--- config.mk ---
export PLATFORM = sky130hd
export DESIGN_NAME = tss_ram
export DESIGN_NICKNAME = d
export VERILOG_FILES = /design/src/hw/rtl/tss_ram.sv
export SDC_FILE = /design/constraint.sdc
export NUM_CORES = 2
export LEC_CHECK = 0
export BUFFER_PORTS_ARGS = -buffer_cell sky130_fd_sc_hd__buf_2
export CAP_MARGIN = 5
export CORE_MARGIN = 2
export CORE_UTILIZATION = 40
export CTS_CLUSTER_SIZE = 40
export DETAILED_ROUTE_END_ITERATION = 10
export GPL_TIMING_DRIVEN = 0
export PLACE_DENSITY = 0.67
export SYNTH_ARGS = -nofsm -noshare
export SYNTH_HDL_FRONTEND = slang
export SYNTH_SLANG_ARGS = --single-unit
--- constraint.sdc ---
create_clock -name clk -period 4 [get_ports clk]
set_input_delay 0.6 -clock clk [delete_from_list [all_inputs] [get_ports clk]]
set_output_delay 0.6 -clock clk [all_outputs]
set_load 0.005 [all_outputs]
--- src/hw/rtl/tss_ram.sv ---
module tss_ram #(
    parameter int WIDTH = 32,
    parameter int DEPTH = 64
) (
    input  logic                     clk,
    input  logic                     we,
    input  logic [$clog2(DEPTH)-1:0] waddr,
    input  logic [WIDTH-1:0]         wdata,
    input  logic [$clog2(DEPTH)-1:0] raddr,
    output logic [WIDTH-1:0]         rdata
);

    logic [WIDTH-1:0] mem [DEPTH];

    always_ff @(posedge clk)
    begin
        if (we)
        begin
            mem[waddr] <= wdata;
        end
        rdata <= mem[raddr];
    end

endmodule

### Word-level counts from Yosys, hierarchy flattened

Memory sizes are Yosys's and may differ from the RTL's. A register that Yosys moved wholly into a read port is not among the register bits.
Index checks and enable logic that the tools add are counted.
W data, S select, Z words.

* multiplexer cells: 2

Operators by type and width (number)
* $mux W1: 2

* memories kept: 1
* flip-flop bits (word level): 0
* output and inout bits: 32
* bits of input ports: 46
* RAM bits: 2048

Memories
* mem: words 64, width 32, read ports 1, clocked after memory_dff 1, wr ports 1, line 13 `logic [WIDTH-1:0] mem [DEPTH];`

### Longest topological paths before layout

* depth in word-level cells: 2
* depth in mapped cells: 10

### Least setup slack after synthesis

Ideal clock, no wire load.

* kind: input -> register
* start: input port waddr[3]
* end: memory mem[48][0], enable pin
* cell stages on the path: 4
* path slack: 240 ps
* arrival time: 3299 ps
* required time: 3539 ps
* cells stage by stage: clkbuf_1 > nor2b_1 > nand4b_1 > nor3_1

RTL lines
* from (decl): line 7 `input logic [$clog2(DEPTH)-1:0] waddr,`
* to (decl): line 13

No word-level cell before the write port.

==> flow_metrics.env <==
export IMPL_track_usage_pct=23.44
export IMPL_ff2ff_path_depth=4
export IMPL_outcome="finished with violations"
export IMPL_syn_inst=3324
export IMPL_final_nets=3743
export IMPL_ir_drop_uv=562.0
export IMPL_dp_hpwl_microns=151000
export IMPL_viasPerCell=6.145
export IMPL_switchingPower_mw=9.874
export IMPL_rrSetupSlack_ns=1.14
export IMPL_clk_latency_ns=0.85
export IMPL_rows=162
export IMPL_violations="capacitance limit, slew limit, setup timing"
export IMPL_combPwrFrac_pct=5.6
export IMPL_cts_tree="built"
export IMPL_area_growth_pct=15.95
export IMPL_finClkSkew_ns=0.04054
export IMPL_drive_above_1_share_pct=29.46
export IMPL_slew_violations=11
export IMPL_syn_area_per_cell_sq_um=23.62
export IMPL_max_clock_freq_mhz=244.0
export IMPL_hold_viol=0
export IMPL_hold_ws_ns=0.2323
export IMPL_rsz0062_at_grt="no"
export IMPL_seqPwrFrac_pct=53.6
export IMPL_fin_ws_ns=-0.09853
export IMPL_gp_congestion=0.8577
export IMPL_grt_pass1_vias=38400
export IMPL_htreeDepth=4
export IMPL_overflow=0
export IMPL_relSlewSlack_pct=-1.710
export IMPL_cts_buffers=201
export IMPL_worstSetupPathType="primary input to flip-flop"
export IMPL_clock_path_buffers=3
export IMPL_cap_violations=1
export IMPL_path_clk_slew_ns=0.06
export IMPL_root_buffer="clkbuf_16"
export IMPL_fin_crit_sh_pct=102.5
export IMPL_fp_dieArea_sq_um=199800
export IMPL_synthesis_area_sq_um=78520
export IMPL_p_int_mw=35.22
export IMPL_path_max_fanout=10
export IMPL_seq_area_frac_synth_pct=79.14
export IMPL_drc=0
export IMPL_post_cts_repair_setup_buffers=0
export IMPL_final_min_clock_period_ns=4.099
export IMPL_start_kind="primary input"
export IMPL_grt_antenna_before_repair=21
export IMPL_synth_distinct_cells=34
export IMPL_hp_class="primary input to flip-flop"
export IMPL_dieHeight_microns=447.0
export IMPL_grt_start_max_net_pins=65
export IMPL_cts_sinks=2080
export IMPL_grt_pass1_wl_microns=317800
export IMPL_wl_per_cell_microns=36.20
export IMPL_power_density_nw_per_um2=495.3
export IMPL_ys_ff_latch=2080
export IMPL_design_core_area_sq_um=195000
export IMPL_vias=39890
export IMPL_startpoint="raddr[2]"
export IMPL_p_leak_nw=28.06
export IMPL_die_w_microns=447.0
export IMPL_clkPwrFrac_pct=40.8
export IMPL_r2r_start="mem[14][6]"
export IMPL_io_pin_count=78
export IMPL_synth_net_count=3370
export IMPL_wirelength_microns=235000
export IMPL_crit_required_ns=4.69
export IMPL_initial_core_util_pct=40.27
export IMPL_first_pass_iters=8
export IMPL_cp_end_kind="flip-flop"
export IMPL_setup_viol=2
export IMPL_r2r_end="rdata[6]"
export IMPL_worstMarginPinSlew_ns=1.526
export IMPL_yosys_warnings=0
export IMPL_endpoint="rdata[15]"
export IMPL_antenna_left=0
export IMPL_io_buffer_count=69
export IMPL_switching_share_pct=21.90
export IMPL_cp_arrival_ns=4.79
export IMPL_power_mw=45.09
export IMPL_num_fill_cells=15780
export IMPL_drt_initial_drc_count=7178
-- routing by layer --
metal	GRT usage, %	share of wire [%]	wire length (microns)
met5	0	0.0055	13
met4	10.39	5.0	11690
met3	6.599	13	30790
met2	36.27	47	109900
met1	31.05	35	82650
-- per-stage QoR --
stage,instance area [sq um],TNS (ns),utilization [%],worst slack [ns],instances
floorplan,78520,0,-,0.2402,3324
global route,91030,0,46.69,0.01834,6489
global placement,82140,-3470.40,42.13,-3.662,6017
finish,91040,-0.1438,46.69,-0.09853,6492
detailed placement,84540,-13.62,43.35,-1.308,6110
CTS,90840,0,46.58,0.06933,6475
-- placed cells by master (no fill, tap or decap), types with 48 or more instances in the layout --
master | Yosys | layout
mux2i_1 | 93 | 93
clkbuf_16 | 0 | 205
clkbuf_1 | 74 | 127
nor2_1 | 137 | 75
buf_2 | 57 | 121
nor2_4 | 0 | 62
clkinv_1 | 0 | 48
buf_12 | 0 | 69
o22ai_1 | 84 | 84
mux4_2 | 544 | 544
edfxtp_1 | 2048 | 2048
a21oi_1 | 62 | 59
-- layout make-up --
type                       instances  area [sq um]  share of cell area, %
antenna                            9         22.52                0.02474
buffer                           182         894.6                 0.9826
clock buffer                     259          5333                  5.857
clock inverter                   106         955.9                  1.050
multi-input combinational       1062         15980                  17.55
sequential                      2080         62140                  68.25
tap                             2624          3283                  3.606
timing repair buffer             170          2437                  2.677
-- cells by family after synthesis --
logic type	after synthesis	share of synthesized area [%]
multiplexers	637	16.79
AO/OA/AOI/OAI	202	1.673
AND/OR/NAND/NOR	223	1.265
buffers and inverters	182	1.128
flip-flops	2080	79.14
-- state kept, by name, indices dropped and copies added, names as in the netlist --
signal	cells
rdata	32
mem	2048
-- critical path, stage by stage --
cell and delay, ns:
clkbuf_1 0.21, buf_2 0.41, buf_2 0.55, buf_2 0.61, buf_2 0.48, mux2i_1 0.13
a21oi_1 0.97, a21oi_1 0.37, nor2_1 0.43
-- timing repair --
action | in CTS | in global routing
resized for setup | 3 | 3
hold buffers | 0 | 0
endpoints found under the setup margin | 6 | 3
-- worst min-delay path by stage --
stage	end	slack, ns	cells past startpoint	start
2_1_floorplan	rdata[17]	0.66	4	mem[12][17]
5_1_grt	mem[8][21]	0.23	1	wdata[21]
3_5_place_dp	rdata[13]	0.98	1	rdata[13]
4_1_cts	mem[36][31]	0.50	1	wdata[31]
3_3_place_gp	rdata[29]	0.98	5	mem[63][29]
6_report	mem[31][21]	0.23	1	wdata[21]
-- power groups by stage --
| stage | clock network, mW | logic (mW) | registers [mW] |
|---|---|---|---|
| final | 18.4 | 2.50 | 24.2 |
| after global routing | 19.3 | 2.57 | 24.2 |
| after CTS | 18.5 | 2.44 | 24.2 |
| after detailed placement | 0 | 2.44 | 24.7 |
| after floorplan | 0 | 1.17 | 24.6 |
| after global placement | 0 | 2.34 | 24.7 |
-- synth_stat cells --
cell type     n  share of area [%]
buf_1        21               0.10
o32ai_1       4              0.045
dfxtp_1      32               0.82
a21oi_1      62               0.40
or3b_2        3              0.033
buf_4        25               0.24
or2_0         1             0.0080
nand3_1       5              0.032
nand4b_1      1              0.011
or2_1         1             0.0080
mux4_2      544                 16
a22oi_1      12               0.11
a41o_1        4              0.051
a31oi_1       1             0.0080
edfxtp_1   2048                 78
nand2_1      26               0.12
nand4_1       2              0.016
and2_1        2              0.016
o22ai_1      84               0.67
and3_1        4              0.032
a311oi_1      8              0.089
o221ai_1     27               0.30
or3_1         3              0.024
or2_2         1             0.0080
mux2i_1      93                1.2
or3b_1        2              0.022
clkbuf_1     74               0.35
buf_2        57               0.36
nor3_1        7              0.045
nand2b_1      8              0.064
nand3b_1      5              0.048
nor2_1      137               0.65
nor2b_1      15               0.12
buf_6         5              0.072
Power figures use the tool's default switching activity.
