$ cat src/hw/rtl/tss_pkg.sv
package tss_pkg;

    localparam int DATA_W   = 32;
    localparam int FRAC_W   = 16;
    localparam int MAX_ROWS = 64;
    localparam int ROW_W    = $clog2(MAX_ROWS);
    localparam int CNT_W    = ROW_W + 1;
    localparam int TOL_W    = 31;
    localparam int DIV_W    = DATA_W + FRAC_W;
    localparam int PROD_W   = 2 * DATA_W;
    localparam int S_DATA_W = 4 * DATA_W;
    localparam int M_DATA_W = ((ROW_W + DATA_W + 7) / 8) * 8;

    localparam logic [DATA_W-1:0] SAT_MAX = {1'b0, {(DATA_W-1){1'b1}}};
    localparam logic [DATA_W-1:0] SAT_MIN = {1'b1, {(DATA_W-1){1'b0}}};

    localparam logic [TOL_W-1:0] TOL_RESET = TOL_W'(1);

    localparam logic STATUS_OK       = 1'b0;
    localparam logic STATUS_SINGULAR = 1'b1;

    // Absolute value of a signed word as an unsigned magnitude.
    function automatic logic [DATA_W-1:0] mag(input logic [DATA_W-1:0] v);
        mag = v[DATA_W-1] ? (~v + DATA_W'(1)) : v;
    endfunction

endpackage

$ cat src/hw/rtl/tss_msub.sv
// Serial multiply-subtract: x - a*b with a shift-add multiplier taking one
// bit of b per cycle, then rounding (halves up) and saturation.
module tss_msub import tss_pkg::*; (
    input  logic              clk,
    input  logic              rst_n,
    input  logic              start,
    input  logic [DATA_W-1:0] x,
    input  logic [DATA_W-1:0] a,
    input  logic [DATA_W-1:0] b,
    output logic              done,
    output logic [DATA_W-1:0] res
);

    localparam int STEP_W = $clog2(DATA_W);
    localparam int V_W    = PROD_W + 2;
    localparam int R_W    = V_W - FRAC_W;

    logic              busy_reg;
    logic              fin_reg;
    logic              fin2_reg;
    logic              done_reg;
    logic [STEP_W-1:0] cnt_reg;
    logic [PROD_W-1:0] p_reg;
    logic [DATA_W-1:0] ma_reg;
    logic              neg_reg;
    logic [DATA_W-1:0] x_reg;
    logic [V_W-1:0]    v_reg;
    logic [DATA_W-1:0] res_reg;

    logic [DATA_W:0]   sum;
    logic [V_W-1:0]    x_ext;
    logic [V_W-1:0]    p_ext;
    logic [V_W-1:0]    v_next;
    logic [V_W-1:0]    w;
    logic [R_W-1:0]    r;
    logic              r_in_range;

    assign sum   = {1'b0, p_reg[PROD_W-1:DATA_W]} + {1'b0, (p_reg[0] ? ma_reg : '0)};
    assign x_ext = {{(V_W-DATA_W-FRAC_W){x_reg[DATA_W-1]}}, x_reg, {FRAC_W{1'b0}}};
    assign p_ext = {2'b00, p_reg};
    // A negative product is added back instead of subtracted.
    assign v_next = neg_reg ? (x_ext + p_ext) : (x_ext - p_ext);
    assign w     = v_reg + V_W'(1 << (FRAC_W - 1));
    assign r     = w[V_W-1:FRAC_W];
    assign r_in_range = (&r[R_W-1:DATA_W-1]) || !(|r[R_W-1:DATA_W-1]);

    always_ff @(posedge clk or negedge rst_n)
    begin
        if (!rst_n)
        begin
            busy_reg <= 1'b0;
            fin_reg  <= 1'b0;
            fin2_reg <= 1'b0;
            done_reg <= 1'b0;
        end
        else
        begin
            fin_reg  <= 1'b0;
            fin2_reg <= fin_reg;
            done_reg <= fin2_reg;
            if (start)
            begin
                busy_reg <= 1'b1;
            end
            else if (busy_reg && cnt_reg == '0)
            begin
                busy_reg <= 1'b0;
                fin_reg  <= 1'b1;
            end
        end
    end

    // The difference is formed in the cycle after the last partial product and
    // rounded in the cycle after that.
    always_ff @(posedge clk)
    begin
        if (start)
        begin
            ma_reg  <= mag(a);
            p_reg   <= {{DATA_W{1'b0}}, mag(b)};
            neg_reg <= a[DATA_W-1] ^ b[DATA_W-1];
            x_reg   <= x;
            cnt_reg <= STEP_W'(DATA_W - 1);
        end
        else if (busy_reg)
        begin
            p_reg   <= {sum, p_reg[DATA_W-1:1]};
            cnt_reg <= cnt_reg - STEP_W'(1);
        end
        if (fin_reg)
        begin
            v_reg <= v_next;
        end
        if (fin2_reg)
        begin
            if (r_in_range)
            begin
                res_reg <= r[DATA_W-1:0];
            end
            else
            begin
                res_reg <= r[R_W-1] ? SAT_MIN : SAT_MAX;
            end
        end
    end

    assign done = done_reg;
    assign res  = res_reg;

endmodule

$ cat config.mk
export PLATFORM = sky130hd
export DESIGN_NAME = tss_msub
export DESIGN_NICKNAME = d
export VERILOG_FILES = /design/src/hw/rtl/tss_pkg.sv /design/src/hw/rtl/tss_msub.sv
export SDC_FILE = /design/constraint.sdc
export NUM_CORES = 1
export LEC_CHECK = 0
export BUFFER_PORTS_ARGS = -buffer_cell sky130_fd_sc_hd__buf_4
export CORE_UTILIZATION = 50
export CTS_BUF_LIST = sky130_fd_sc_hd__clkbuf_8
export CTS_CLUSTER_SIZE = 25
export DETAILED_ROUTE_END_ITERATION = 16
export PLACE_DENSITY = 0.71
export SYNTH_ARGS = -nofsm -noshare
export SYNTH_HDL_FRONTEND = slang
export SYNTH_SLANG_ARGS = --single-unit
export TNS_END_PERCENT = 1
$ cat constraint.sdc
create_clock -name clk -period 3.5 [get_ports clk]
set_input_delay 0.35 -clock clk [delete_from_list [all_inputs] [get_ports clk]]
set_output_delay 0.35 -clock clk [all_outputs]
set_load 0.05 [all_outputs]
* Yosys cells after proc, flatten, opt, wreduce, memory -nomap -nowiden
Cells that the tools add are included.
** Storage, ports and cells
- Output and inout bits :: 33
- Bits in registers :: 236
- Bits of input ports :: 99
- Word-level logic and storage cells :: 43
** Operators by class
- Reduce and logical (&&, ||, !) cells :: 8
- $add $sub $neg :: 7
- Mux-type cells :: 12
- Bitwise logic cells :: 3
** Operators with widths (count)
- two-way mux 32 bit :: 6
- adder 48 x 65 -> 66 bit :: 1
- adder 66 x 16 -> 66 bit, second input constant :: 1
- two-way mux 66 bit :: 1
- subtractor 48 x 65 -> 66 bit :: 1
- adder 32 x 1 -> 32 bit, second input constant :: 2
- NOT 32 bit :: 2
- adder 32 x 32 -> 33 bit :: 1
- two-way mux 31 bit :: 1
- AND reduction 19 bit :: 1
- OR reduction 19 bit :: 1
- zero test 5 bit :: 1
- subtractor 5 x 1 -> 5 bit, second input constant :: 1
- two-way mux 1 bit :: 4
- nonzero test 2 bit :: 2
- logical AND 1 bit :: 1
- zero test 1 bit :: 1
- logical OR 1 bit :: 1
- bitwise XOR 1 bit :: 1

* Logic depth before layout (Yosys ltp)
- Depth after elaboration :: 5
- Depth in mapped cells :: 13
- Mapped depth without buffers :: 13

* Worst setup path before layout
Ideal clock, no wire load.
- Path type :: reg2reg
- From :: register x_reg[31]
- To :: register v_reg[60] (data pin)
- Clock period less this slack :: 3.380 ns
- Buffers on the path :: 1
- Setup time :: 0.259 ns
- Slack :: 0.120 ns
- Required time :: 3.241 ns
- Cell stages (with the launch flop) :: 11
- Arrival :: 3.122 ns
- Path through :: edfxtp_1 ha_1 clkbuf_1 a21oi_1 o21ai_0 a221o_1 a31o_1 a31o_2 a2111oi_0 a21oi_1 xnor2_1
** Between the ends
- Longest elaborated chain between the ends :: 2
- Elaborated cells between the ends (all ways) :: 3
- Classes of those cells :: add/sub: 2; mux: 1
** RTL lines
- start, declared :: line tss_msub.sv:26 : logic [DATA_W-1:0] x_reg;
- start signal, assigned :: line tss_msub.sv:82 : x_reg <= x;
- subtractor 48 x 65 -> 66 bit / adder 48 x 65 -> 66 bit (equally long branches) :: line tss_msub.sv:42 : assign v_next = neg_reg ? (x_ext + p_ext) : (x_ext - p_ext);
- two-way mux 66 bit (*) :: line tss_msub.sv:42
- via v_next[60] :: line tss_msub.sv:33 : logic [V_W-1:0] v_next;
- end signal, assigned :: line tss_msub.sv:92 : v_reg <= v_next;
- end, declared :: line tss_msub.sv:27 : logic [V_W-1:0] v_reg;
The timed path passes the listed nets; every way through them passes the cells marked *.
A chain may end at the register's enable or synchronous reset.

* Final worst setup path
- From :: register p_reg[21]
- To :: register v_reg[59] (data pin)
** Between the ends
- Longest elaborated chain between the ends :: 2
- Elaborated cells between the ends (all ways) :: 3
- Classes of those cells :: add/sub: 2; mux: 1
** RTL lines
- start, declared :: line tss_msub.sv:23 : logic [PROD_W-1:0] p_reg;
- start signal, assigned :: line tss_msub.sv:80 : p_reg <= {{DATA_W{1'b0}}, mag(b)};
- start signal, assigned :: line tss_msub.sv:87 : p_reg <= {sum, p_reg[DATA_W-1:1]};
- subtractor 48 x 65 -> 66 bit / adder 48 x 65 -> 66 bit (equally long branches) :: line tss_msub.sv:42
- two-way mux 66 bit (*) :: line tss_msub.sv:42
- via v_next[59] :: line tss_msub.sv:33
Marked as above.

==> results.md <==
- The wire length of the first global-routing pass is 73400 µm.
- The leading register cell type out of synthesis is sky130_fd_sc_hd__edfxtp_1.
- The synthesized area per cell is 9.09 µm².
- After detailed routing, the number of remaining DRC violations is 0.
- The tightest hold margin is 0.101 ns.
- The number of placed instances, taps included, is 2537.
- The signal on the critical path passes through inv_1, ha_1, nor3b_2, a2111oi_4, nor3b_2, a211oi_2, o41ai_2, buf_4, a31oi_1, o31ai_1, buf_4, a21oi_1, o21bai_1, xnor2_1.
- The kind of start point of the critical path is a flip-flop.
- At the pin with the least slew margin, the transition time is 1.13 ns.
- The via count of the first global-routing pass came to 14274.
- The slowest library cell on the worst path is sky130_fd_sc_hd__edfxtp_1.
- The count of final setup violators is 0.
- The count of different cell masters after synthesis is 85.
- The total power density per cell area is 539 nW/µm².
- The first-iteration detailed-routing DRC count is 1307.
- Across the run, the number of max-cap violations was 0.
- Across all layers, the routed design uses 15123 vias.
- By area the synthesized netlist is led by sky130_fd_sc_hd__edfxtp_1 (31%), sky130_fd_sc_hd__ha_1 (9.7%), sky130_fd_sc_hd__xnor2_1 (5.9%).
- The design area is 20800 µm².
- The run finished with clean final reports.
- At the end of the flow, the number of nets in the layout was 2398.
- Summed over all layers, the routed wires come to 45300 µm.
- The root buffer cell chosen for the clock tree is sky130_fd_sc_hd__clkbuf_8.
- The floorplan row count is 67.
- After detailed routing, the average wire length per cell comes to 17.2 µm.
- TritonCTS built the clock tree.
- Ranked by instance count, the synthesized netlist is headed by sky130_fd_sc_hd__edfxtp_1 (180), sky130_fd_sc_hd__a21oi_1 (179), sky130_fd_sc_hd__nor2_1 (163), sky130_fd_sc_hd__ha_1 (134), sky130_fd_sc_hd__inv_1 (118).
- At the later pin of the worst-skew pair, clock insertion delay measures 0.55 ns.
- The number of buffers inserted by port buffering is 131.
- The critical path in this run is classified as reg -> reg.
- The clock passes through at most 3 buffers.
- The upper clock frequency limit is 0.286 GHz.
- Counting the buffers created by CTS gives 37.
- Setup repair after global routing could not meet its margin everywhere.
- The count of flip-flops with a built-in enable after synthesis is 180.
- The vertical die dimension is 188 µm.
- Summed over all failing endpoints, the final setup total negative slack is 0 ns.
- The global routing usage summed across all routing layers is 25.4%.
- The number of detailed-route iterations in the first pass is 6.
- The worst clock skew on the final layout is 0.0415 ns.
- The HPWL after detailed placement is 35400 µm.
- The cell count after synthesis came out at 1901.
- The leakage dissipation is 0.00865 µW.
- The number of antenna violations at the first check in global routing is 0.
- Of all cell types, the one taking the most synthesized area is sky130_fd_sc_hd__edfxtp_1.
- The starting utilization of the core area is 51.2%.
- The minimum period implied by the final worst setup slack is 3.50 ns.
- The repair_antennas step left the layout with diodes totalling 0.
- The class of the tightest hold or removal check is in -> reg.
- The routed via count divided by cell count is 5.73.
- At the worst endpoint, the required time is 3.76 ns.
- The count of pins over their slew limit is 0.
- The largest voltage drop on the vdd net is 394 µV.
- The detail route stage leaves a number of antenna-violating nets equal to 0.
- The flip-flop count of the largest register after layout is 64.
- The congestion estimate from routability-driven global placement came to 0.936.
- The fraction of the yosys area taken by sequential cells is 36.1%.
- Counting flops with an async set or reset pin after synthesis yields a share of 1.81%.
- The clock-pin transition on the worst setup and hold timing paths is 0.07 ns.
- The largest single stage delay on the critical path is 0.43 ns.
- The synthesized cell area is 17300 µm².
- The final instance count without filler cells is 2637.
- The signal arrival time at the worst endpoint is 3.76 ns.
- From synthesis to final layout, the design area changed by 20.3%.
- The type of destination of the critical path is a flip-flop.
- The worst pin sits at a relative slew slack of 24.7%.
- Of all nets on the critical path, the largest fanout is 4.
- The width of the chip is 188 µm.
- Entering global routing, the biggest net connects 124 pins.
- The fraction of layout instances using a drive strength above 1 is 18.7%.
- The top cell type by area accounts for 31.3% of the synthesized area.
- Pin placement for this block handled 132 I/O pins.
- The die area is 35300 µm².
- The number of clock sinks seen by CTS is 221.
- The synthesized netlist net count is 2136.
- The area of the core region is 33800 µm².
- The placed instances occupy a cell area of 19600 µm².
- The deepest level of the CTS H-tree is 2.
- The cell with the most instances after synthesis is sky130_fd_sc_hd__edfxtp_1.
- The number of warnings printed during yosys synthesis is 0.
- Summed over all layers, the global routing overflow is 0.
- The number of hold violations in the final report was 0.
- The final critical-path share of the clock period is 100%.
- The number of synthesized register bits is 221.
==> power by group <==
part / internal [µW] / switching (µW) / leakage (µW)
Sequential: 3230 / 207 / 0.00206
Combinational: 2350 / 3180 / 0.00619
Clock: 1180 / 1050 / 0.000397
Total: 6760 / 4440 / 0.00865
==> layout make-up <==
cell class / instances / area, µm²
repair buffers: 309 / 2450
well taps: 448 / 561
multi-input cells: 1474 / 10400
clock inverters: 23 / 133
clock buffers: 42 / 578
fillers: 2910 / 13000
inverters: 120 / 450
flip-flops and latches: 221 / 6250
==> final timing paths <==
kind / from / depth (start not counted) / slack, ns / endpoint
worst max-delay path: p_reg[21]$_DFFE_PP_ / 14 / 0.00003 / v_reg[59]$_DFFE_PP_
max in group asynchronous: rst_n / 2 / 3.13 / fin_reg$_DFF_PN0_
worst max register to register: p_reg[21]$_DFFE_PP_ / 14 / 0.00003 / v_reg[59]$_DFFE_PP_
min in group asynchronous: rst_n / 2 / 0.21 / busy_reg$_DFFE_PN0P_
worst min-delay path: a[6] / 2 / 0.10 / ma_reg[6]$_DFFE_PP_
worst min register to register: cnt_reg[4]$_SDFFE_PP1P_ / 1 / 0.46 / fin_reg$_DFF_PN0_
==> layer usage <==
metal / vias up / track usage [%] / part of all wire [%]
li1: 7512 / - / -
met1: 6985 / 37.3 / 47
met2: 568 / 38.8 / 43
met3: 58 / 3.91 / 7.3
met4: 0 / 6.69 / 2.0
met5: - / 0 / 0
==> through the flow <==
| stage | worst slack [ns] | power (µW) | utilization [%] |
|---|---|---|---|
| after floorplan | 0.120 | 6890 | - |
| after global placement | -0.136 | 8660 | 57.9 |
| after detailed placement | -0.234 | 8740 | 57.9 |
| after CTS | -0.0344 | 11100 | 61.3 |
| after global routing | -0.225 | 11900 | 61.5 |
| final | 0.0000280 | 11200 | 61.5 |
==> worst max-delay path, delay by kind of cell (launching register included) <==
family                     cells  cell delay [ns]
AOI/OAI and AO/OA              7             1.46
xor gates and xnor gates       1             0.15
adders and majority gates      1             0.32
buffers and inverters          3             0.40
DFF                            1             0.43
and+or+nand+nor                2             0.44
==> placed cells by master, fill, tap and decap left out, types with 7 or more instances in the layout <==
cell                            count
sky130_fd_sc_hd__a211o_1            7
sky130_fd_sc_hd__a211oi_1          20
sky130_fd_sc_hd__a21o_1            37
sky130_fd_sc_hd__a21oi_1          173
sky130_fd_sc_hd__a31oi_1           15
sky130_fd_sc_hd__and2_1            39
sky130_fd_sc_hd__and3_1            17
sky130_fd_sc_hd__buf_4            271
sky130_fd_sc_hd__clkbuf_8          42
sky130_fd_sc_hd__clkinv_1           9
sky130_fd_sc_hd__dfxtp_1           37
sky130_fd_sc_hd__dlygate4sd3_1     34
sky130_fd_sc_hd__edfxtp_1         180
sky130_fd_sc_hd__ha_1             133
sky130_fd_sc_hd__inv_1            127
sky130_fd_sc_hd__mux2i_1           26
sky130_fd_sc_hd__nand2_1          104
sky130_fd_sc_hd__nand2b_1          15
sky130_fd_sc_hd__nand3_1           50
sky130_fd_sc_hd__nand4_1           40
sky130_fd_sc_hd__nor2_1           162
sky130_fd_sc_hd__nor2b_1           17
sky130_fd_sc_hd__nor3_1            29
sky130_fd_sc_hd__nor4_1            25
sky130_fd_sc_hd__o21a_1            13
sky130_fd_sc_hd__o21ai_0           99
sky130_fd_sc_hd__o21ai_2           32
sky130_fd_sc_hd__o21bai_1          25
sky130_fd_sc_hd__o31ai_1           41
sky130_fd_sc_hd__o41ai_1           11
sky130_fd_sc_hd__or3_1              9
sky130_fd_sc_hd__or4_1             10
sky130_fd_sc_hd__xnor2_1          117
sky130_fd_sc_hd__xor2_1            69
==> cells by family after synthesis <==
logic type / count (synthesis) / synth area share [%]
compound gates: 563 / 21.3
simple gates: 561 / 16.8
flops: 221 / 36.1
buf+inv: 206 / 4.72
xor+xnor: 186 / 9.43
fa+ha+maj: 136 / 9.93
mux: 28 / 1.64
==> what timing repair did <==
action / CTS / global route
hold buffers: 34 / 0
resized for setup: 11 / 26
buffers inserted: 1 / 0
endpoints found under the hold margin: 37 / 0
pin swaps: 5 / 6
endpoints found under the setup margin: 17 / 66
Note: power is estimated with default switching activity, not from simulation.
