File: config.mk
export PLATFORM = sky130hd
export DESIGN_NAME = tss_div
export DESIGN_NICKNAME = d
export VERILOG_FILES = /design/src/hw/rtl/tss_pkg.sv /design/src/hw/rtl/tss_div.sv
export SDC_FILE = /design/constraint.sdc
export NUM_CORES = 1
export LEC_CHECK = 0
export BUFFER_PORTS_ARGS = -buffer_cell sky130_fd_sc_hd__buf_2
export CAP_MARGIN = 20
export CORE_UTILIZATION = 35
export DETAILED_ROUTE_END_ITERATION = 8
export SYNTH_ARGS = -nofsm -noshare
export SYNTH_HDL_FRONTEND = slang
export SYNTH_SLANG_ARGS = --single-unit
File: constraint.sdc
create_clock -name clk -period 4.76 [get_ports clk]
set_input_delay 0.238 -clock clk [delete_from_list [all_inputs] [get_ports clk]]
set_output_delay 0.238 -clock clk [all_outputs]
set_load 0.02 [all_outputs]
File: src/hw/rtl/tss_pkg.sv
package tss_pkg;

    localparam int DATA_W   = 32;
    localparam int FRAC_W   = 16;
    localparam int MAX_ROWS = 64;
    localparam int ROW_W    = $clog2(MAX_ROWS);
    localparam int CNT_W    = ROW_W + 1;
    localparam int TOL_W    = 31;
    localparam int DIV_W    = DATA_W + FRAC_W;
    localparam int PROD_W   = 2 * DATA_W;
    localparam int S_DATA_W = 4 * DATA_W;
    localparam int M_DATA_W = ((ROW_W + DATA_W + 7) / 8) * 8;

    localparam logic [DATA_W-1:0] SAT_MAX = {1'b0, {(DATA_W-1){1'b1}}};
    localparam logic [DATA_W-1:0] SAT_MIN = {1'b1, {(DATA_W-1){1'b0}}};

    localparam logic [TOL_W-1:0] TOL_RESET = TOL_W'(1);

    localparam logic STATUS_OK       = 1'b0;
    localparam logic STATUS_SINGULAR = 1'b1;

    // Absolute value of a signed word as an unsigned magnitude.
    function automatic logic [DATA_W-1:0] mag(input logic [DATA_W-1:0] v);
        mag = v[DATA_W-1] ? (~v + DATA_W'(1)) : v;
    endfunction

endpackage

File: src/hw/rtl/tss_div.sv
// Bit-serial restoring divider: one quotient bit per cycle, rounded to
// nearest with halves away from zero, saturated to the signed word range.
module tss_div import tss_pkg::*; (
    input  logic              clk,
    input  logic              rst_n,
    input  logic              start,
    input  logic [DATA_W-1:0] num,
    input  logic [DATA_W-1:0] den,
    output logic              done,
    output logic [DATA_W-1:0] quot
);

    localparam int STEP_W = $clog2(DIV_W);

    logic              busy_reg;
    logic              fin_reg;
    logic              done_reg;
    logic [STEP_W-1:0] cnt_reg;
    logic [DIV_W-1:0]  nq_reg;
    logic [DATA_W-1:0] rem_reg;
    logic [DATA_W-1:0] ud_reg;
    logic              neg_reg;
    logic [DATA_W-1:0] q_reg;

    logic [DATA_W:0]   rem_sh;
    logic              ge;
    logic [DATA_W:0]   rem_sub;
    logic [DATA_W-1:0] ud_in;
    logic [DIV_W-1:0]  n_in;
    logic              q_big_pos;
    logic              q_big_neg;

    assign ud_in   = mag(den);
    assign n_in    = {mag(num), {FRAC_W{1'b0}}} + DIV_W'(ud_in >> 1);
    assign rem_sh  = {rem_reg, nq_reg[DIV_W-1]};
    assign ge      = rem_sh >= {1'b0, ud_reg};
    assign rem_sub = rem_sh - {1'b0, ud_reg};

    assign q_big_pos = |nq_reg[DIV_W-1:DATA_W-1];
    assign q_big_neg = (|nq_reg[DIV_W-1:DATA_W])
                       || (nq_reg[DATA_W-1] && (|nq_reg[DATA_W-2:0]));

    always_ff @(posedge clk or negedge rst_n)
    begin
        if (!rst_n)
        begin
            busy_reg <= 1'b0;
            fin_reg  <= 1'b0;
            done_reg <= 1'b0;
        end
        else
        begin
            done_reg <= fin_reg;
            fin_reg  <= 1'b0;
            if (start)
            begin
                busy_reg <= 1'b1;
            end
            else if (busy_reg && cnt_reg == '0)
            begin
                busy_reg <= 1'b0;
                fin_reg  <= 1'b1;
            end
        end
    end

    always_ff @(posedge clk)
    begin
        if (start)
        begin
            nq_reg  <= n_in;
            rem_reg <= '0;
            ud_reg  <= ud_in;
            neg_reg <= num[DATA_W-1] ^ den[DATA_W-1];
            cnt_reg <= STEP_W'(DIV_W - 1);
        end
        else if (busy_reg)
        begin
            rem_reg <= ge ? rem_sub[DATA_W-1:0] : rem_sh[DATA_W-1:0];
            nq_reg  <= {nq_reg[DIV_W-2:0], ge};
            cnt_reg <= cnt_reg - STEP_W'(1);
        end
        if (fin_reg)
        begin
            if (neg_reg)
            begin
                q_reg <= q_big_neg ? SAT_MIN : (~nq_reg[DATA_W-1:0] + DATA_W'(1));
            end
            else
            begin
                q_reg <= q_big_pos ? SAT_MAX : nq_reg[DATA_W-1:0];
            end
        end
    end

    assign done = done_reg;
    assign quot = q_reg;

endmodule

# Word level (Yosys, flattened, before mapping)
# Index checks and enable logic that the tools add are counted.
op_classes:
  add_sub_neg: 6
  magnitude_cmp: 1
  n_mux: 12
  bitwise: 4
  reduce_logical: 9
ops:
  columns: ["op", "n"]
  rows:
  - ["2-to-1 mux 32 bit", 6]
  - ["adder 32 x 1 -> 32 bit, second input constant", 3]
  - ["2-to-1 mux 48 bit", 2]
  - ["inverter 32 bit", 3]
  - ["adder 48 x 31 -> 48 bit", 1]
  - ["greater-or-equal comparator 33 x 32 -> 1 bit", 1]
  - ["subtractor 32 bit", 1]
  - ["OR reduction 31 bit", 1]
  - ["OR reduction 17 bit", 1]
  - ["OR reduction 16 bit", 1]
  - ["logical NOT 6 bit", 1]
  - ["subtractor 6 x 1 -> 6 bit, second input constant", 1]
  - ["2-to-1 mux 1 bit", 4]
  - ["nonzero test 2 bit", 2]
  - ["logical AND 1 bit", 2]
  - ["logical OR 1 bit", 1]
  - ["bitwise XOR 1 bit", 1]
word_totals:
  ff_bits: 154
  inputBits: 67
  output_inout_bits: 33

# Depth between registers and ports, before layout
# Gate-level depths: netlist (run 1).
logic_depth:
  ltp_word: 5
  mapped_depth: 19
  ltp_nobuf: 19

# Least setup slack after synthesis (run 1)
# OpenSTA, ideal clock, no wires.
synth_path:
  path_kind: "input-to-reg"
  start: "input den[1]"
  end: "register nq_reg[42], data pin"
  setup_ps: 260
  arrival_ps: 4053
  required_time_ps: 4500
  slack_ps: 447
  cell_stages: 18
  n_path_buf: 0
  cell_sequence: "inv_1 -> ha_1 -> nor3b_1 -> nand4_1 -> or2_2 -> o21ai_0 -> xor2_1 -> fa_1 -> nor2b_1 -> o31ai_1 -> nand2_1 -> nand3_1 -> maj3_1 -> o211ai_1 -> a41oi_1 -> nor4_1 -> xnor2_1 -> mux2_2"
synth_via:
  elab_chain_cells: 5
synth_lines:
  columns: ["item", "line_no", "rtl"]
  rows:
  - ["start, declared", "tss_div.sv:8", "input logic [DATA_W-1:0] den,"]
  - ["inverter 32 bit", "tss_pkg.sv:24", "mag = v[DATA_W-1] ? (~v + DATA_W'(1)) : v;"]
  - ["adder 32 x 1 -> 32 bit", "tss_pkg.sv:24", null]
  - ["2-to-1 mux 32 bit (*)", "tss_pkg.sv:24", null]
  - ["adder 48 x 31 -> 48 bit (*)", "tss_div.sv:34", "assign n_in = {mag(num), {FRAC_W{1'b0}}} + DIV_W'(ud_in >> 1);"]
  - ["2-to-1 mux 48 bit (*)", "tss_div.sv:69", "if (start)"]
  - ["end signal, assigned", "tss_div.sv:71", "nq_reg <= n_in;"]
  - ["end signal, assigned", "tss_div.sv:80", "nq_reg <= {nq_reg[DIV_W-2:0], ge};"]
  - ["end, declared", "tss_div.sv:19", "logic [DIV_W-1:0] nq_reg;"]
# Mark *: on every way between the ends. The rest lies on a longest branch, timed or not.
# A chain may end at the register's enable or synchronous reset.

# Worst setup path in the final report (run 1)
layout_path:
  start: "register nq_reg[0]"
  end: "register q_reg[27] (netlist: quot[27]), data pin"
layout_via:
  elab_chain_cells: 5
  elab_cells_between_ends: 7
  cone_classes: "1 x add/sub; 2 x mux; 1 x bitwise; 3 x reduce/logical"
layout_lines:
  columns: ["item", "line_no", "rtl"]
  rows:
  - ["branches (longest 3 deep; another with adder 32 x 1 -> 32 bit)", null, null]
  - ["2-to-1 mux 32 bit (*)", "tss_div.sv:87", "q_reg <= q_big_neg ? SAT_MIN : (~nq_reg[DATA_W-1:0] + DATA_W'(1));"]
  - ["2-to-1 mux 32 bit (*)", "tss_div.sv:85", "if (neg_reg)"]
  - ["end signal, assigned", "tss_div.sv:87", null]
  - ["end signal, assigned", "tss_div.sv:91", "q_reg <= q_big_pos ? SAT_MAX : nq_reg[DATA_W-1:0];"]
  - ["end, declared", "tss_div.sv:23", "logic [DATA_W-1:0] q_reg;"]
# Every way passes the cells marked *.

==> results of run 1 <==
placed cells by master (no fill, tap or decap), types with 26 or more instances in the layout:
master / count
o311ai_0: 27
dfxtp_1: 38
a211oi_1: 26
mux2_2: 31
xor2_1: 41
nor3_1: 37
buf_2: 98
nor2_1: 91
xnor2_1: 71
inv_1: 81
edfxtp_1: 113
o21ai_0: 83
a21oi_1: 32
ha_1: 49
nand2_1: 102
critical path, delay by kind of cell, from the launching register on:
kind,cells,cell delay (ns)
buffers and inverters,3,0.58
flip-flops,1,0.40
adder cells (fa/ha/maj),1,0.20
AND/OR/NAND/NOR,7,2.42
AO/OA/AOI/OAI,2,0.52
cell type report:
class	count	area (um^2)	share of cell area
Sequential cell	154	4230	0.336
Clock buffer	20	447	0.0355
Tap cell	396	495	0.0394
Antenna cell	5	12.5	0.000994
Multi-Input combinational cell	902	6240	0.496
Inverter	82	308	0.0245
Timing Repair Buffer	120	671	0.0533
Clock inverter	12	186	0.0148
cells in the mapped netlist, types with 3 or more instances:
cell type  number
nand2b_1       20
o41ai_1        18
xor2_1         41
dfrtp_1         3
inv_1          82
dfxtp_1        38
xnor2_1        71
a211o_1         3
nor3_1         37
or3_4           5
o21ai_0        84
a41oi_1         3
nand3_1        23
nor2b_1         8
or2_2           5
nor2_1         91
o22ai_1         3
o311ai_0       27
mux2_2         31
a22o_1          3
clkbuf_1       40
o211ai_1        6
nand2_1       103
a21oi_1        32
o31ai_1        21
maj3_1          3
a21o_1         15
and3_1          6
a22oi_1         3
or3_1          15
a31o_2          5
a211oi_1       26
mux2i_1        23
ha_1           49
nor3b_1         5
nand3b_1        7
nor4_1         19
o21a_1         10
nand4_1        12
o31a_1          9
o21bai_1        5
edfxtp_1      113
or4_1          13
buf_1           7
a31oi_1        11
cell families (layout without fill, tap and decap cells):
logic type / after synthesis / in the layout / synth area share
AND/OR/NAND/NOR: 381 / 381 / 0.175
AO/OA/AOI/OAI: 301 / 301 / 0.188
flip-flops: 154 / 154 / 0.387
buffers and inverters: 131 / 234 / 0.0452
XOR/XNOR: 112 / 112 / 0.0897
adder cells (fa/ha/maj): 54 / 54 / 0.0625
multiplexers: 54 / 54 / 0.0530
other: 0 / 5 / 0
path summary, 6_finish.rpt:
path / startpoint / endpoint / slack, ns / depth (start not counted)
max: nq_reg[0]$_DFFE_PP_ / quot[27]$_DFFE_PP_ / 0.43 / 13
min: den[0] / ud_reg[0]$_DFFE_PP_ / 0.05 / 1
max reg2reg: nq_reg[0]$_DFFE_PP_ / quot[27]$_DFFE_PP_ / 0.43 / 13
min reg2reg: cnt_reg[5]$_SDFFE_PP1P_ / fin_reg$_DFF_PN0_ / 0.47 / 1
max in group asynchronous: rst_n / busy_reg$_DFFE_PN0P_ / 4.49 / 2
min in group asynchronous: rst_n / done$_DFF_PN0_ / 0.15 / 2
per-stage QoR:
stage | power [uW] | TNS [ns] | hold slack, ns | area [um^2]
after detailed placement | 4060 | -0.0709 | 0.0541 | 11900
final | 5530 | 0 | 0.0468 | 12600
after global placement | 4030 | 0 | 0.0508 | 11900
after global routing | 5880 | 0 | 0.0406 | 12600
after CTS | 5560 | 0 | 0.0355 | 12600
after floorplan | 3520 | 0 | -0.0576 | 10900
repair_timing:
item / in CTS / in global routing
gates resized for setup: 0 / 2
endpoints found under the setup margin: 0 / 16
endpoints found under the hold margin: 3 / 0
hold buffers: 1 / 0
power groups by stage:
stage / clock, uW / sequential (uW) / combinational, uW
final: 1470 / 1990 / 2070
after global routing: 1550 / 2030 / 2310
after CTS: 1500 / 1990 / 2070
after detailed placement: 0 / 2010 / 2050
after global placement: 0 / 2010 / 2020
after floorplan: 0 / 1910 / 1610
routing by layer:
layer | up-vias | part of all wire
li1 | 4611 | -
met1 | 4421 | 0.46
met2 | 276 | 0.46
met3 | 50 | 0.051
met4 | 6 | 0.027
met5 | - | 0.0014
==> key figures, run 1 <==
Run
  • Max-cap violations: 0

Critical path
  • Crit. End Element: flop
  • Worst Setup Path Type: flop to flop
  • Most used cell, CP: inv_1
  • Startpoint types: flop
  • Slowest stage cell, crit path: or4b_2
  • Crit path arrival time: 4.54 ns
  • Cell Chain, Critical Path: inv_1 > ha_1 > or3b_2 > nor3_1 > and4b_1 > nand3_1 > or4b_2 > o21ai_0 > nand2b_1 > inv_1 > nand2_2 > buf_4 > o311ai_0
  • CP Max Fanout: 16
  • Worst path required time: 4.96 ns
  • Critical Path Max Stage Delay: 0.71 ns

Timing
  • Max_slew headroom: 0.305
  • Clk_skew: 0.0104 ns
  • PnR worst setup slack: 0.425 ns
  • RSZ-0062 raised after global routing: no
  • Maximum clock rate: 0.231 GHz
  • Max-slew violation count: 0
  • Final setup viols: 0
  • Tightest Pin Transition: about 1.0 ns
  • Period utilisation layout: 0.911
  • Final hold viol count: 0
  • Final worst path period need: 4.33 ns

Clock tree
  • Clk buf depth: 2
  • H-tree level count: 4
  • TritonCTS Buffers: 17
  • Root Buffer Master: clkbuf_16
  • Setup Buffers After CTS: 0
  • Clk slew on worst S/H paths: 0.07 ns
  • Worst skew pair latency: 0.43 ns
  • Total clock sinks: 154
  • CTS tree: built

Layout
  • Final Net Count: 1395
  • P&R area growth vs syn: 15.1%
  • Final non-filler cell total: 1691
  • Fillers: ~3000
  • Finished Core Util: 0.410
  • Max FFs per register: 48
  • Layout cell share with drive strength beyond 1: 0.160

Global route
  • Gr usage total: 0.182
  • Global routing usage on met1: 0.240
  • Vias in the first global route: 8608
  • Largest net degree at the start of global routing: 69
  • Grt met2 use: 0.292
  • Initial antenna violation count: 7
  • GRT busiest layer: met2
  • GR met3 Demand/Resource: 0.0350
  • Total grt overflow: 0
  • First-pass GRT wire length: 45100 um

Synthesis
  • Netlist cell types: 71
  • Synth Register Bits: ~150
  • Area leader, netlist: edfxtp_1
  • Ys flop type: edfxtp_1
  • Area contributors post-synth: edfxtp_1 (31%), dfxtp_1 (7.0%), xnor2_1 (5.7%), ha_1 (5.6%), o21ai_0 (3.8%)
  • Syn Area/Cell: roughly 9.2 um^2
  • Synth warn: 0
  • Sequential-to-total area share from yosys stat: 0.387
  • FFs w/ async S/R, synth: 0.0195
  • Synth Cell Area: 10900 um^2
  • Post-synth top area share: 0.310
  • Cells after Synth: 1187
  • Syn nets: 1305
  • Number of enable flip-flop cells after synthesis: 113

Power
  • Int Pwr: 3580 uW
  • Clock share of power: 0.266
  • Sw Share: 0.353
  • Sequential power share: 0.359
  • P per Cell Area: 440 nW/um^2
  • Combinational power share: 0.375
  • P_sw: 1950 uW
  • VDD IR max: 0.208 mV
  • Leakage: 0.00486 uW

Floorplanning
  • IO Pins: 100
  • Die area: 32000 um^2
  • Starting density of the core: 0.357
  • Die width: 179 um
  • Die height: 179 um
  • Core area: just over 30000 um^2
  • Rows: 64

Outcome
  • Outcome: completed

Place
  • DP Wirelength: 21700 um
  • IO buf count: 99
  • Pre-CTS setup slack: -0.0565 ns
  • DP Cell Count: 1653
  • Placer congestion estimate: 0.913

Routing
  • Routed WL per cell: 17.0 um
  • Routed WL: 28800 um
  • DRC Markers: 0
  • DR iter-0 viols: 677
  • Vias: 9364
  • Vias/cell: 5.54
  • Antenna Nets Post-Route: 0
  • Drt pass-1 iters: 5

Hold path
  • Hold/Removal Path Class: input port to flop
No activity file was read; power rests on OpenSTA's default activity.
==> run 2: changes to the inputs <==
- ABC_AREA: unset -> 1
- GPL_TIMING_DRIVEN: unset -> 0
==> key figures, run 2 <==
Synthesis
  • Netlist cell types: between 40 and 50
  • Syn nets: 1786
  • Cells after Synth: 1668
  • Synth warn: 0
  • Post-synth top area share: 0.286
  • Most common cell in the netlist: nand2_1
  • Sequential-to-total area share from yosys stat: 0.357
  • Area leader, netlist: edfxtp_1
  • FFs w/ async S/R, synth: 0.0195
  • Area contributors post-synth: edfxtp_1 (29%), nand2_1 (14%), dfxtp_1 (6.4%), o21ai_0 (6.4%), inv_1 (6.4%)
  • Number of enable flip-flop cells after synthesis: 113
  • Synth top cells by count: nand2_1 (456), inv_1 (201), nor2_1 (171), o21ai_0 (152), edfxtp_1 (113)
  • Syn Area/Cell: between 7 and 8 um^2
  • Synth Cell Area: 11900 um^2
  • Synth Register Bits: 154
  • Ys flop type: edfxtp_1

Clock tree
  • CTS tree: built
  • Total clock sinks: 154
  • TritonCTS Buffers: 17
  • Clk buf depth: 2
  • Clk slew on worst S/H paths: 0.07 ns
  • Worst skew pair latency: 0.45 ns
  • Root Buffer Master: clkbuf_16
  • H-tree level count: 4
  • Setup Buffers After CTS: 0

Timing
  • Maximum clock rate: 0.232 GHz
  • Final hold viol count: 0
  • Max-slew violation count: 0
  • Period utilisation layout: 0.907
  • Worst-case hold slack: between 0.1 and 0.15 ns
  • Final worst path period need: about 4.3 ns
  • Tightest Pin Transition: roughly 0.79 ns
  • Final setup viols: 0
  • RSZ-0062 raised after global routing: no
  • Setup_tns: 0 ns
  • Max_slew headroom: 0.473
  • Clk_skew: approximately 0.014 ns
  • PnR worst setup slack: 0.442 ns

Critical path
  • Crit. End Element: flop
  • Crit path from: den[0]
  • RR Startpoint: nq_reg[47]$_DFFE_PP_
  • CP Max Fanout: 6
  • Worst Setup Path Type: input port to flop
  • Crit path arrival time: 4.52 ns
  • Worst path required time: approximately 5 ns
  • Startpoint types: input port

Routing
  • DR iter-0 viols: 913
  • Antenna Nets Post-Route: 0
  • Routed WL: 36900 um
  • Drt pass-1 iters: 6
  • Routed WL per cell: 16.4 um
  • Vias: 11400
  • DRC Markers: 0
  • Vias/cell: 5.05

Floorplanning
  • Die width: 186 um
  • Die height: 186 um
  • IO Pins: 100
  • Starting density of the core: 0.354
  • Rows: 67
  • Core area: 33400 um^2
  • Die area: 34600 um^2

Layout
  • Layout cell share with drive strength beyond 1: 0.108
  • Max FFs per register: 48
  • Fillers: 3512
  • Final Net Count: 1907
  • Final non-filler cell total: 2254
  • Commonest non-fill, non-tap cells in the layout: nand2_1 (456), inv_1 (200), nor2_1 (171)
  • Most common cell after layout, fill and taps aside: nand2_1
  • P&R area growth vs syn: 14.5%

Power
  • Leakage: 0.00615 uW
  • P per Cell Area: between 300 and 400 nW/um^2
  • VDD IR max: 0.268 mV

Place
  • DP Wirelength: 29700 um
  • Pre-CTS setup slack: 0.385 ns
  • DP Cell Count: 2216
  • Placer congestion estimate: around 0.95
  • IO buf count: 98

Global route
  • Total grt overflow: 0
  • Gr usage total: 0.218
  • Largest net degree at the start of global routing: 46
  • Initial antenna violation count: 4
  • First-pass GRT wire length: 57100 um
  • Vias in the first global route: 10700

Run
  • Max-cap violations: 0

Outcome
  • Outcome: completed

Hold path
  • Hold/Removal Path Class: input port to async pin
==> run 2: through the flow <==
step / power [uW] / area [um^2] / utilization
final: 5340 / 13600 / 0.406
after global routing: 5690 / 13600 / 0.406
after CTS: 5350 / 13600 / 0.405
after detailed placement: 3910 / 12900 / 0.387
after global placement: 3890 / 12900 / 0.386
after floorplan: 3330 / 11900 / -
==> run 2: power by group <==
| group | switching (uW) | leakage, uW | internal, uW | total (uW) |
|---|---|---|---|---|
| clock | 676 | 0.000295 | 760 | 1440 |
| combinational | 1320 | 0.00437 | 724 | 2050 |
| sequential | 174 | 0.00149 | 1680 | 1850 |
| total | 2170 | 0.00615 | 3160 | 5340 |
==> run 2: what timing repair did <==
| item | in CTS | in global routing |
|---|---|---|
| hold buffers | 2 | 0 |
| resized for setup | 0 | 1 |
| setup endpoints to repair | 0 | 6 |
| hold endpoints to repair | 4 | 0 |
==> run 2: final timing paths <==
check / slack, ns / endpoint / cells after the start
hold reg to reg: 0.47 / rem_reg[20]$_SDFFE_PP0P_ / 2
max in group asynchronous: 4.52 / fin_reg$_DFF_PN0_ / 2
setup / recovery: 0.44 / nq_reg[39]$_DFFE_PP_ / 28
hold / removal: 0.12 / done$_DFF_PN0_ / 2
min in group clk: 0.16 / ud_reg[8]$_DFFE_PP_ / 2
setup reg to reg: 1.56 / rem_reg[28]$_SDFFE_PP0P_ / 13
==> run 2: layout make-up <==
class                      count  area (um^2)  share of cell area
clock buffer                  18          439              0.0324
timing repair buffer         102          558              0.0411
inverter                     208          781              0.0575
antenna                        4         10.0            0.000737
multi-input combinational   1264         6650               0.490
buffer                        42          189              0.0139
sequential                   154         4230               0.312
clock inverter                14          155              0.0114
tap                          448          561              0.0413
==> run 2: metal layers <==
metal,wire length (um),track usage,vias up,part of all wire
li1,-,-,5745,-
met1,16400,0.279,5263,0.44
met2,17200,0.367,325,0.47
met3,2430,0.0428,45,0.066
met4,949,0.0708,0,0.026
met5,0,0,-,0
==> run 2: kinds of logic (layout without fill, tap and decap cells) <==
family                   count (synthesis)  in the layout  synth area share
AO/OA/AOI/OAI                          274            274             0.127
XOR/XNOR                               101            101            0.0753
adder cells (fa/ha/maj)                 51             51            0.0551
buffers and inverters                  250            384            0.0818
flip-flops                             154            154             0.357
other                                    0              4                 0
AND/OR/NAND/NOR                        838            838             0.304
==> run 2: critical path, stage by stage <==
cell and delay, ns:
dlygate4sd3_1 0.53, buf_2 0.13, inv_1 0.07, nand3_1 0.12, nor2_1 0.17, nand2_1 0.11
nor3_1 0.23, inv_1 0.07, nor2_1 0.35, nand2_1 0.09, nand2_1 0.11, o21ai_0 0.12
xor2_1 0.26, ha_1 0.32, nand2_1 0.09, nor2_1 0.04, a211oi_1 0.34, o21ai_0 0.21
nand4_1 0.13, nand2_1 0.12, nand2_1 0.08, nand2_1 0.10, nand2_1 0.11, nand2_2 0.10
nand2_1 0.09, nand2_1 0.05, nand3_1 0.08, nand2_1 0.06
